[src/design/pngs_pkg.sv]
// Shared types, constants and the CRC-32 byte step for the PNG stored-RGB encoder.
// No dependencies.
package pngs_pkg;

	localparam int unsigned DEF_MAX_WIDTH = 8192;
	localparam int unsigned DEF_MAX_HEIGHT = 8192;
	localparam int unsigned DEF_STORED_BLOCK_MAX = 65535;

	localparam int unsigned CFG_W = 14;
	localparam logic REG_IMAGE_WIDTH = 1'b0;
	localparam logic REG_IMAGE_HEIGHT = 1'b1;

	localparam logic [31:0] CRC_POLY = 32'hEDB88320;
	localparam logic [31:0] CRC_ONES = 32'hFFFFFFFF;
	localparam logic [16:0] ADLER_MOD = 17'd65521;

	localparam logic [63:0] PNG_SIG = 64'h89504E470D0A1A0A;
	localparam logic [31:0] NAME_IHDR = 32'h49484452;
	localparam logic [31:0] NAME_IDAT = 32'h49444154;
	localparam logic [31:0] NAME_IEND = 32'h49454E44;
	localparam logic [31:0] IEND_CRC = 32'hAE426082;
	localparam logic [7:0] ZLIB_CMF = 8'h78;
	localparam logic [7:0] ZLIB_FLG = 8'h01;

	localparam logic [5:0] HDR_LAST = 6'd42;
	localparam logic [5:0] TAIL_LAST = 6'd19;
	localparam logic [5:0] BLK_LAST = 6'd4;

	typedef enum logic [3:0] {
		S_IDLE,
		S_MUL,
		S_DGO,
		S_DIV,
		S_LEN,
		S_HDR,
		S_RAW,
		S_BLK,
		S_TAIL
	} state_t;

	typedef struct packed {
		logic crc_en;
		logic crc_init;
		logic adl_en;
		logic adl_init;
	} sum_ctl_t;

	function automatic logic [31:0] crc_byte(input logic [31:0] c, input logic [7:0] b);
		logic [31:0] r;
		r = c ^ {24'd0, b};
		for (int k = 0; k < 8; k++) begin
			r = r[0] ? ((r >> 1) ^ CRC_POLY) : (r >> 1);
		end
		return r;
	endfunction

endpackage

[src/design/pngs_div.sv]
// Restoring divider by a constant, one quotient bit per cycle.
// Depends on nothing.
module pngs_div #(
	parameter int unsigned DW = 30,
	parameter int unsigned DIVISOR = 65535
) (
	input  logic          clk,
	input  logic          arst_n,
	input  logic          start,
	input  logic [DW-1:0] dividend,
	output logic          busy,
	output logic [DW-1:0] quot
);
	localparam int unsigned RW = $clog2(DIVISOR + 1);
	localparam int unsigned CW = $clog2(DW + 1);

	logic [DW-1:0] d_q;
	logic [RW-1:0] r_q;
	logic [CW-1:0] cnt_q;
	logic          run_q;
	logic [RW:0]   trial;
	logic          qbit;

	assign trial = {r_q, d_q[DW-1]};
	assign qbit = (trial >= (RW+1)'(DIVISOR));

	always_ff @(posedge clk or negedge arst_n) begin
		if (!arst_n) begin
			run_q <= 1'b0;
			cnt_q <= '0;
		end else if (start) begin
			run_q <= 1'b1;
			cnt_q <= CW'(DW);
		end else if (run_q) begin
			cnt_q <= cnt_q - 1'b1;
			if (cnt_q == CW'(1)) run_q <= 1'b0;
		end
	end

	always_ff @(posedge clk) begin
		if (start) begin
			d_q <= dividend;
			r_q <= '0;
		end else if (run_q) begin
			r_q <= qbit ? RW'(trial - (RW+1)'(DIVISOR)) : RW'(trial);
			d_q <= {d_q[DW-2:0], qbit};
		end
	end

	assign busy = run_q;
	assign quot = d_q;

endmodule

[src/design/pngs_sum.sv]
// Running CRC-32 and Adler-32 over the bytes whose enable bits are set, one byte per cycle while enabled.
// Depends on pngs_pkg.
module pngs_sum
	import pngs_pkg::*;
(
	input  logic        clk,
	input  logic        arst_n,
	input  sum_ctl_t    ctl,
	input  logic [7:0]  data,
	output logic [31:0] crc,
	output logic [31:0] adler
);
	logic [31:0] crc_q;
	logic [15:0] low_q;
	logic [15:0] high_q;
	logic [16:0] low_sum;
	logic [15:0] low_n;
	logic [16:0] high_sum;
	logic [15:0] high_n;

	always_comb begin
		low_sum = {1'b0, low_q} + {9'd0, data};
		low_n = (low_sum >= ADLER_MOD) ? 16'(low_sum - ADLER_MOD) : low_sum[15:0];
		high_sum = {1'b0, high_q} + {1'b0, low_n};
		high_n = (high_sum >= ADLER_MOD) ? 16'(high_sum - ADLER_MOD) : high_sum[15:0];
	end

	always_ff @(posedge clk or negedge arst_n) begin
		if (!arst_n) begin
			crc_q <= CRC_ONES;
			low_q <= 16'd1;
			high_q <= 16'd0;
		end else begin
			if (ctl.crc_en) crc_q <= crc_byte(ctl.crc_init ? CRC_ONES : crc_q, data);
			if (ctl.adl_init) begin
				low_q <= 16'd1;
				high_q <= 16'd0;
			end else if (ctl.adl_en) begin
				low_q <= low_n;
				high_q <= high_n;
			end
		end
	end

	assign crc = crc_q;
	assign adler = {high_q, low_q};

endmodule

[src/design/png_stored_rgb_encoder.sv]
// Top level: byte sequencer emitting a PNG file with stored deflate blocks.
// Depends on pngs_pkg, pngs_div, pngs_sum.
//
//  channel | signals                          | content
//  s_      | s_tvalid s_tready s_tdata s_tuser | tdata pixel_bgra, tuser mode
//  m_      | m_tvalid m_tready m_tdata m_tlast m_tuser | tdata out_byte, tlast item_last,
//          |                                  | tuser file_last
//  wr_     | wr_en wr_addr wr_data            | 0 image_width, 1 image_height
//
// One byte per cycle while m_tready holds; a pixel gives 3 bytes, or 4 with the row's
// filter byte, plus 5 per block header, a frame end 20 more. A start does size setup
// (bit-serial divide of the raw length) and then 43 header bytes. Input is taken only
// between items. Reset leaves no frame open and both sizes at 1.
module png_stored_rgb_encoder
	import pngs_pkg::*;
#(
	parameter int unsigned MAX_WIDTH = DEF_MAX_WIDTH,
	parameter int unsigned MAX_HEIGHT = DEF_MAX_HEIGHT,
	parameter int unsigned STORED_BLOCK_MAX = DEF_STORED_BLOCK_MAX
) (
	input  logic             clk,
	input  logic             arst_n,
	input  logic             s_tvalid,
	output logic             s_tready,
	input  logic [31:0]      s_tdata,   // pixel_bgra
	input  logic             s_tuser,   // mode
	output logic             m_tvalid,
	input  logic             m_tready,
	output logic [7:0]       m_tdata,   // out_byte
	output logic             m_tlast,
	output logic             m_tuser,   // file_last
	input  logic             wr_en,
	input  logic             wr_addr,
	input  logic [CFG_W-1:0] wr_data
);
	localparam int unsigned WW = $clog2(MAX_WIDTH + 1);
	localparam int unsigned HW = $clog2(MAX_HEIGHT + 1);
	localparam longint RAW_MAX = longint'(MAX_HEIGHT) * (64'd1 + 64'd3 * longint'(MAX_WIDTH));
	localparam int unsigned RAW_W = $clog2(RAW_MAX + 1);
	localparam int unsigned DW = RAW_W + 1;

	state_t state_q, state_d;
	logic [5:0]       idx_q, idx_d;
	logic [CFG_W-1:0] width_q, height_q;
	logic [WW-1:0]    fw_q, col_q, fw_c;
	logic [HW-1:0]    fh_q, row_q, fh_c;
	logic             active_q, end_q, hdr_done_q;
	logic [31:0]      sr_q;
	logic [1:0]       cnt_q;
	logic [RAW_W-1:0] raw_q, raw_left_q;
	logic [31:0]      len_q;
	logic [15:0]      blk_left_q;
	logic [7:0]       od_q;
	logic             ov_q, ol_q, of_q;

	logic        emit_ok, emit, last_c, file_c, accept;
	logic [7:0]  byte_c;
	sum_ctl_t    ctl;
	logic [31:0] crc, adler, crcx;
	logic        div_busy;
	logic [DW-1:0] quot;
	logic [343:0] hdr_be;
	logic [159:0] tail_be;
	logic [39:0]  blk_be;
	logic [15:0]  chunk;
	logic         blk_final;

	pngs_div #(.DW(DW), .DIVISOR(STORED_BLOCK_MAX)) u_div (
		.clk(clk), .arst_n(arst_n), .start(state_q == S_DGO),
		.dividend(DW'(raw_q) + DW'(STORED_BLOCK_MAX - 1)),
		.busy(div_busy), .quot(quot)
	);

	pngs_sum u_sum (
		.clk(clk), .arst_n(arst_n), .ctl(ctl), .data(byte_c), .crc(crc), .adler(adler)
	);

	always_comb begin
		if (width_q == '0) fw_c = WW'(1);
		else if (32'(width_q) > MAX_WIDTH) fw_c = WW'(MAX_WIDTH);
		else fw_c = WW'(width_q);
		if (height_q == '0) fh_c = HW'(1);
		else if (32'(height_q) > MAX_HEIGHT) fh_c = HW'(MAX_HEIGHT);
		else fh_c = HW'(height_q);
	end

	assign crcx = crc ^ CRC_ONES;
	assign hdr_be = {PNG_SIG, 32'd13, NAME_IHDR, 32'(fw_q), 32'(fh_q), 8'd8, 8'd2, 24'd0,
		crcx, len_q, NAME_IDAT, ZLIB_CMF, ZLIB_FLG};
	assign tail_be = {adler, crcx, 32'd0, NAME_IEND, IEND_CRC};
	assign chunk = (64'(raw_left_q) < 64'(STORED_BLOCK_MAX)) ? 16'(raw_left_q)
		: 16'(STORED_BLOCK_MAX);
	assign blk_final = (64'(raw_left_q) <= 64'(STORED_BLOCK_MAX));
	assign blk_be = {7'd0, blk_final, chunk[7:0], chunk[15:8], ~chunk[7:0], ~chunk[15:8]};

	assign emit_ok = !ov_q || m_tready;
	assign s_tready = (state_q == S_IDLE);
	assign accept = s_tvalid && s_tready;

	always_comb begin
		state_d = state_q;
		idx_d = idx_q;
		byte_c = 8'd0;
		last_c = 1'b0;
		file_c = 1'b0;
		emit = 1'b0;
		ctl = '0;
		case (state_q)
			S_IDLE: begin
				if (s_tvalid && !s_tuser) begin
					ctl.adl_init = 1'b1;
					state_d = S_MUL;
				end else if (s_tvalid && active_q) begin
					state_d = S_RAW;
				end
			end
			S_MUL: state_d = S_DGO;
			S_DGO: state_d = S_DIV;
			S_DIV: if (!div_busy) state_d = S_LEN;
			S_LEN: begin
				state_d = S_HDR;
				idx_d = '0;
			end
			S_HDR: begin
				byte_c = hdr_be[9'(343 - 8 * int'(idx_q)) -: 8];
				if (emit_ok) begin
					emit = 1'b1;
					ctl.crc_en = (idx_q >= 6'd12 && idx_q <= 6'd28) || (idx_q >= 6'd37);
					ctl.crc_init = (idx_q == 6'd12) || (idx_q == 6'd37);
					if (idx_q == HDR_LAST) begin
						last_c = 1'b1;
						state_d = S_IDLE;
					end else begin
						idx_d = idx_q + 1'b1;
					end
				end
			end
			S_RAW: begin
				byte_c = sr_q[31:24];
				if (blk_left_q == '0 && !hdr_done_q) begin
					state_d = S_BLK;
					idx_d = '0;
				end else if (emit_ok) begin
					emit = 1'b1;
					ctl.crc_en = 1'b1;
					ctl.adl_en = 1'b1;
					if (cnt_q == '0) begin
						if (end_q) begin
							state_d = S_TAIL;
							idx_d = '0;
						end else begin
							last_c = 1'b1;
							state_d = S_IDLE;
						end
					end
				end
			end
			S_BLK: begin
				byte_c = blk_be[6'(39 - 8 * int'(idx_q)) -: 8];
				if (emit_ok) begin
					emit = 1'b1;
					ctl.crc_en = 1'b1;
					if (idx_q == BLK_LAST) state_d = S_RAW;
					else idx_d = idx_q + 1'b1;
				end
			end
			S_TAIL: begin
				byte_c = tail_be[8'(159 - 8 * int'(idx_q)) -: 8];
				if (emit_ok) begin
					emit = 1'b1;
					ctl.crc_en = (idx_q < 6'd4);
					if (idx_q == TAIL_LAST) begin
						last_c = 1'b1;
						file_c = 1'b1;
						state_d = S_IDLE;
					end else begin
						idx_d = idx_q + 1'b1;
					end
				end
			end
			default: state_d = S_IDLE;
		endcase
	end

	always_ff @(posedge clk or negedge arst_n) begin
		if (!arst_n) begin
			state_q <= S_IDLE;
			idx_q <= '0;
			ov_q <= 1'b0;
			active_q <= 1'b0;
			width_q <= CFG_W'(1);
			height_q <= CFG_W'(1);
			fw_q <= WW'(1);
			fh_q <= HW'(1);
			col_q <= '0;
			row_q <= '0;
			end_q <= 1'b0;
			hdr_done_q <= 1'b0;
			cnt_q <= '0;
			blk_left_q <= '0;
			raw_left_q <= '0;
		end else begin
			state_q <= state_d;
			idx_q <= idx_d;
			if (wr_en && wr_addr == REG_IMAGE_WIDTH) width_q <= wr_data;
			if (wr_en && wr_addr == REG_IMAGE_HEIGHT) height_q <= wr_data;
			if (emit) ov_q <= 1'b1;
			else if (m_tready) ov_q <= 1'b0;

			if (accept && !s_tuser) begin
				fw_q <= fw_c;
				fh_q <= fh_c;
				col_q <= '0;
				row_q <= '0;
				blk_left_q <= '0;
				hdr_done_q <= 1'b0;
				active_q <= 1'b1;
			end else if (accept && active_q) begin
				cnt_q <= (col_q == '0) ? 2'd3 : 2'd2;
				if ((col_q + 1'b1) >= fw_q) begin
					col_q <= '0;
					row_q <= row_q + 1'b1;
					end_q <= (row_q + 1'b1) >= fh_q;
					if ((row_q + 1'b1) >= fh_q) active_q <= 1'b0;
				end else begin
					col_q <= col_q + 1'b1;
					end_q <= 1'b0;
				end
			end

			if (state_q == S_LEN) raw_left_q <= raw_q;
			if (state_q == S_BLK && emit && idx_q == BLK_LAST) begin
				blk_left_q <= chunk;
				hdr_done_q <= 1'b1;
			end
			if (state_q == S_RAW && emit) begin
				hdr_done_q <= 1'b0;
				if (blk_left_q != '0) blk_left_q <= blk_left_q - 1'b1;
				if (raw_left_q != '0) raw_left_q <= raw_left_q - 1'b1;
				if (cnt_q != '0) cnt_q <= cnt_q - 1'b1;
			end
		end
	end

	always_ff @(posedge clk) begin
		if (emit) begin
			od_q <= byte_c;
			ol_q <= last_c;
			of_q <= file_c;
		end
		if (accept && s_tuser) begin
			sr_q <= (col_q == '0) ? {8'd0, s_tdata[23:16], s_tdata[15:8], s_tdata[7:0]}
				: {s_tdata[23:16], s_tdata[15:8], s_tdata[7:0], 8'd0};
		end else if (state_q == S_RAW && emit) begin
			sr_q <= {sr_q[23:0], 8'd0};
		end
		if (state_q == S_MUL) begin
			raw_q <= RAW_W'(RAW_W'(fh_q) * (RAW_W'(fw_q) + RAW_W'(fw_q) + RAW_W'(fw_q)
				+ RAW_W'(1)));
		end
		if (state_q == S_LEN) begin
			len_q <= 32'(64'(raw_q) + (64'(quot) << 2) + 64'(quot) + 64'd6);
		end
	end

	assign m_tvalid = ov_q;
	assign m_tdata = od_q;
	assign m_tlast = ol_q;
	assign m_tuser = of_q;

endmodule

[config.mk]
export PLATFORM = sky130hd
export DESIGN_NAME = png_stored_rgb_encoder
export DESIGN_NICKNAME = d
export VERILOG_FILES = /design/src/design/pngs_pkg.sv /design/src/design/pngs_div.sv /design/src/design/pngs_sum.sv /design/src/design/png_stored_rgb_encoder.sv
export SDC_FILE = /design/constraint.sdc
export NUM_CORES = 2
export LEC_CHECK = 0
export BUFFER_PORTS_ARGS = -buffer_cell sky130_fd_sc_hd__buf_4
export CORE_MARGIN = 3
export CORE_UTILIZATION = 50
export CTS_CLUSTER_SIZE = 40
export DETAILED_ROUTE_END_ITERATION = 10
export GPL_TIMING_DRIVEN = 0
export HOLD_SLACK_MARGIN = 0.05
export MAX_ROUTING_LAYER = met4
export PLACE_DENSITY = 0.69
export SLEW_MARGIN = 10
export SYNTH_ARGS = -nofsm -noshare
export SYNTH_HDL_FRONTEND = slang
export SYNTH_SLANG_ARGS = --single-unit
export TNS_END_PERCENT = 50
[constraint.sdc]
create_clock -name clk -period 8.2 [get_ports clk]
set_input_delay 0.41 -clock clk [delete_from_list [all_inputs] [get_ports clk]]
set_output_delay 0.41 -clock clk [all_outputs]
set_load 0.01 [all_outputs]
======== After elaboration in Yosys (flattened, before gate mapping) ========
Index checks and enable logic that the tools add are counted.
W data, S select, Z words.
cells by class
  add/sub/neg operators ................... 22
  multipliers ............................. 1
  order comparisons ....................... 13
  equal/unequal tests ..................... 28
  shift operators ......................... 3
  mux-type cells .......................... 104
  bitwise operators ....................... 14
  reduce and logical (&&, ||, !) cells .... 43
operators with widths
  kind                      count
  $mux W32                  12
  $shiftx A351 B9 Y8        1
  $mux W16                  12
  $shiftx A167 B8 Y8        1
  $mux W14                  10
  $not A13 Y14              8
  $mux W28                  3
  $mux W6                   10
  $mux W29                  2
  $mux W4                   13
  $ge A17 B16 Y1 const B    3
  $sub A16 B16 Y16 const B  3
  $shiftx A47 B6 Y8         1
  $logic_not A14 Y1         3
  $pmux W4 S9               1
  $add A28 B31 Y32          1
  $add A32 B29 Y32          1
  $add A32 B3 Y32 const B   1
  $not A32 Y32              1
  $pmux W8 S4               1
  $xor A32 B8 Y32           1
  $pmux W6 S5               1
  $add A28 B16 Y29 const B  1
  $mux W1                   29
  other kinds (58)          108
word-level totals
  register bits ........................... 361
  bits of input ports ..................... 53
  output and inout port bits .............. 12
  word-level logic and storage cells ...... 256

======== Depth between registers and ports, before layout ========
  depth in word-level cells ............... 23
  gate-level depth with buffers ........... 35

======== By module ========
A second synthesis with hierarchy kept.
unflattened totals
  cells, all modules ...................... 3612
  area, all modules ....................... 32961.6 um^2
modules (own cells, without submodules)
  module                  times used  cells an instance  area an instance (um^2)  seq. area each (um^2)
  png_stored_rgb_encoder  1           2682               24491.0                  6671.4
  pngs_sum                1           693                5813.1                   1642.8
  pngs_div                1           237                2657.5                   1341.3

======== Worst setup path after synthesis ========
Ideal clock, no wire load.
  kind .................................... reg2reg
  start point ............................. register fw_q[0]
  end point ............................... register raw_q[27], data pin
  arrival time ............................ 7.592 ns
  required time ........................... 7.940 ns
  setup slack ............................. 0.348 ns
  stages on the path, launching flop included .. 35
  period minus slack after synthesis ...... 7.852 ns
  cell sequence ........................... dfstp_2 > clkbuf_1 > nor2b_1 > o21a_1 > o21a_1 > o21ai_0 > a21boi_0 > o21ai_0 > a21oi_1 > o211ai_1 > and3_1 > clkbuf_1 > nor3_1 > nand2_1 > fa_1 > inv_1 > fa_1 > fa_1 > inv_1 > fa_1 > inv_1 > fa_1 > ha_1 > ha_1 > a21o_1 > a21o_1 > a21o_1 > a21oi_1 > o21ai_0 > a21oi_1 > o21ai_0 > a21o_1 > a21oi_1 > o21ai_0 > xnor2_1
between the ends
  cells in the longest elaborated chain, start to end .. 4
ends and longest elaborated chain
  item                      line                           RTL
  start: declaration        png_stored_rgb_encoder.sv:45   logic [WW-1:0] fw_q, col_q, fw_c;
  start signal: assignment  png_stored_rgb_encoder.sv:211  fw_q <= fw_c;
  $add A14 B14 Y15          png_stored_rgb_encoder.sv:258  raw_q <= RAW_W'(RAW_W'(fh_q) * (RAW_W'(fw_q) + RAW_W'(fw_q) + RAW_W'(fw_q)
  $add A15 B14 Y16 *        png_stored_rgb_encoder.sv:258
  $add A16 B1 Y17 *         png_stored_rgb_encoder.sv:259  + RAW_W'(1)));
  $mul A14 B17 Y28 *        png_stored_rgb_encoder.sv:258
  end signal: assignment    png_stored_rgb_encoder.sv:258
  end: declaration          png_stored_rgb_encoder.sv:50   logic [RAW_W-1:0] raw_q, raw_left_q;
Every way passes the cells marked *; elsewhere a longest branch is shown, timed or not.
A chain may end at the register's enable or synchronous reset.

======== Worst setup path in the final report ========
Ends and elaborated chain as after synthesis.

==> impl_metrics.tcl <==
set metrics [dict create \
    outcome "completed" \
    comb_power_share_pct 43.3 \
    hold_path.class "in -> reg" \
    gp_congestion 0.962 \
    setup_tns_ns 0 \
    die_y_um 246 \
    path_buf_inv 5 \
    drive_above_1_share_pct 11.4 \
    relSlewSlack_pct 16.6 \
    syn_avg_cell_area_um2 9.34 \
    synth_top_area_share_pct 13.6 \
    cts_tree "yes" \
    initial_core_util_pct 50.8 \
    cts_buffers 38 \
    final_max_slew_viol_count 0 \
    synth_common_cells "nand2_1 (347), inv_1 (289), o21ai_0 (237)" \
    finalCritPeriodShare_pct 97.8 \
    syn_inst 3094 \
    power.leakage_nw 14.2 \
    synth_warnings 0 \
    wire_per_inst_um 22.0 \
    n_fill_cell 4975 \
    synthMostInstantiatedCell "nand2_1" \
    cts-root-buf "clkbuf_16" \
    crit_required_ns 8.48 \
    io_buffers 56 \
    grt_pass1_vias 24001 \
    syn2layout_area_growth_pct 12.1 \
    grt_max_degree 111 \
    ir_worst_vdd_mv 0.379 \
    switching_share_pct 37.2 \
    design_area_um2 32400 \
    dr.pass1.iters 6 \
    max_freq_ghz 0.125 \
    p_sw_mw 2.45 \
    cp-end-kind "flip-flop" \
    start_kind "flip-flop" \
    setup_viol 0 \
    clock_path_buffers 3 \
    ys_async_sr_fraction_pct 55.3 \
    synth_area_leader_cell "edfxtp_1" \
    dp.cells 3911 \
    antenna_found_initial 1 \
    critical_path_class "reg -> reg" \
    dp_hpwl_um 68000 \
    htreeDepth 2 \
    placed_area_um2 30300 \
    power-per-cell-area_nw_per_um2 203 \
    cts.sinks 329 \
    synth_cell_type_count 108 \
    pwr-share-clk_pct 26.8 \
    io-pin-count 65 \
    grt_overflow 0 \
    fin_cells 4016 \
    viasPerCell 6.01 \
    worstPathMaxFanout 5 \
    final-hold-violation-count 0 \
    num_rows 87 \
    synthFlopType "dfrtp_1" \
    drt_wl_total_um 88300 \
    cpPeakStageDelay_ns 0.59 \
    route.detailed.drc 0 \
    syn_area_um2 28900 \
    synth_seq_cells 329 \
    r2r_start "fw_q[0]" \
    slowest_stage "fa_1" \
    grt_pass1_wl_um 137000 \
    dp_slack_ns -1.15 \
    fin_crit_ns 8.02 \
    setup_slack_ns 0.178 \
    syn-num-nets 3545 \
    globalRouteTotalUtil_pct 29.8 \
    hold_path_startpoint "wr_data[3]" \
    drtAntennaViolNets 0 \
    synth_area_leaders "edfxtp_1 (14%), fa_1 (13%), dfrtp_1 (13%), ha_1 (8.9%), nand2_1 (4.5%)" \
    synth_edf_count 131 \
    die_w_um 246 \
    p_seq_share_pct 29.9 \
    coreArea_um2 56800 \
    drt_iter0_markers 2131 \
    drv_cap 0 \
    finClkSkew_ns 0.0234 \
    worstMarginPinSlew_ns 1.23 \
    p_int_mw 4.13 \
    crit_top_cell "fa_1" \
    yosysSeqAreaShare_pct 30.6 \
    clk_pin_slew_worst_paths_ns 0.06 \
    fin_nets 3680 \
    die_area_um2 60700 \
    multiInputGateArea_um2 18700 \
    routed-via-count 24144 \
    clock_latency_ns 0.57 \
    seqCellArea_um2 8850 \
    crit_start "fw_q[0]" \
    cp.arrival_ns 8.31 \
    cpLargestDelayFamily "adder cells" \
]
power groups by stage:
stage | registers [mW] | clock network, mW | logic, mW
floorplan | 1.95 | 0 | 2.12
global placement | 1.99 | 0 | 2.75
detailed placement | 1.99 | 0 | 2.78
CTS | 1.96 | 1.80 | 2.80
global route | 1.97 | 1.86 | 3.03
finish | 1.97 | 1.76 | 2.85
worst paths after layout:
path	cells after the start	end	slack (ns)
max	33	raw_q[27]	0.18
min	2	height_q[3]	0.09
max reg2reg	33	raw_q[27]	0.18
min reg2reg	2	u_div.r_q[15]	0.46
max in group asynchronous	3	fh_q[1]	6.73
min in group asynchronous	2	u_div.cnt_q[0]	0.43
timing repair:
item,4_1_cts,5_1_grt
pin swaps,11,34
resized for setup,59,58
buffers inserted,7,27
hold buffers,1,0
endpoints found under the setup margin,13,10
endpoints found under the hold margin,40,0
area by class of cell:
| class | count | area share (%) |
|---|---|---|
| multi-input combinational | 2325 | 57.8 |
| sequential | 329 | 27.3 |
| inverter | 293 | 3.41 |
| clock buffer | 53 | 3.27 |
| tap | 756 | 2.92 |
| timing repair buffer | 96 | 2.39 |
| buffer | 146 | 2.17 |
| clock inverter | 17 | 0.661 |
| antenna | 1 | 0.00773 |
worst reg2reg max path: cells and delay by family (launching register included):
family	cells	cell delay, ns
AOI/OAI and AO/OA	16	2.73
xor gates and xnor gates	2	0.28
adders and majority gates	8	3.49
buffers and inverters	5	0.40
DFF	1	0.41
and+or+nand+nor	2	0.46
sequential cells by signal, summed over array words and instances, names as in the netlist, 16 cells and up:
name,count
len_q,32
sr_q,32
u_sum.crc,32
u_div.quot,29
raw_left_q,28
raw_q,28
blk_left_q,16
u_div.r_q,16
per-stage QoR:
stage | utilization [%] | hold slack, ns | power [mW]
floorplan | - | 0.114 | 4.07
global route | 57.0 | 0.0853 | 6.86
detailed placement | 53.4 | 0.449 | 4.77
finish | 57.0 | 0.0941 | 6.58
global placement | 53.3 | 0.440 | 4.74
CTS | 56.1 | 0.0676 | 6.56
cell families (layout without fill, tap and decap cells):
kind of cell | after synthesis | after routing | share of synthesized area [%]
compound gates | 658 | 658 | 14.5
xor+xnor | 214 | 214 | 7.07
fa+ha+maj | 400 | 400 | 22.3
buf+inv | 440 | 605 | 5.99
flops | 329 | 329 | 30.6
mux | 80 | 80 | 3.36
other cells | 0 | 1 | 0
simple gates | 973 | 973 | 16.1
routing by layer:
layer	wire length [um]	vias to the layer above	GRT usage (%)
li1	-	10945	-
met1	36400	12037	38.4
met2	42300	945	48.5
met5	0	-	-
met4	3260	0	9.91
met3	6320	217	4.28
cell usage in the layout, fill, tap and decap left out, types with 20 or more instances in the layout:
master     instances
xnor2_1          128
ha_1             199
dfstp_2           36
a22o_1            20
nand2b_1          32
inv_1            287
a211oi_1          33
and2_1           100
nor4_1            23
nand2_1          345
xor2_1            60
mux2_2            34
clkbuf_16         40
fa_1             190
dfrtp_1          146
and3_1            20
a21o_1            33
buf_4             94
o21ai_0          229
nor2b_1           25
nor3_1            49
clkbuf_1         117
a31oi_1           25
edfxtp_1         131
mux2i_1           35
nand3_1           70
a21oi_1          122
nand4_1           27
nor2_1           209
Note: power is estimated with default switching activity, not from simulation.
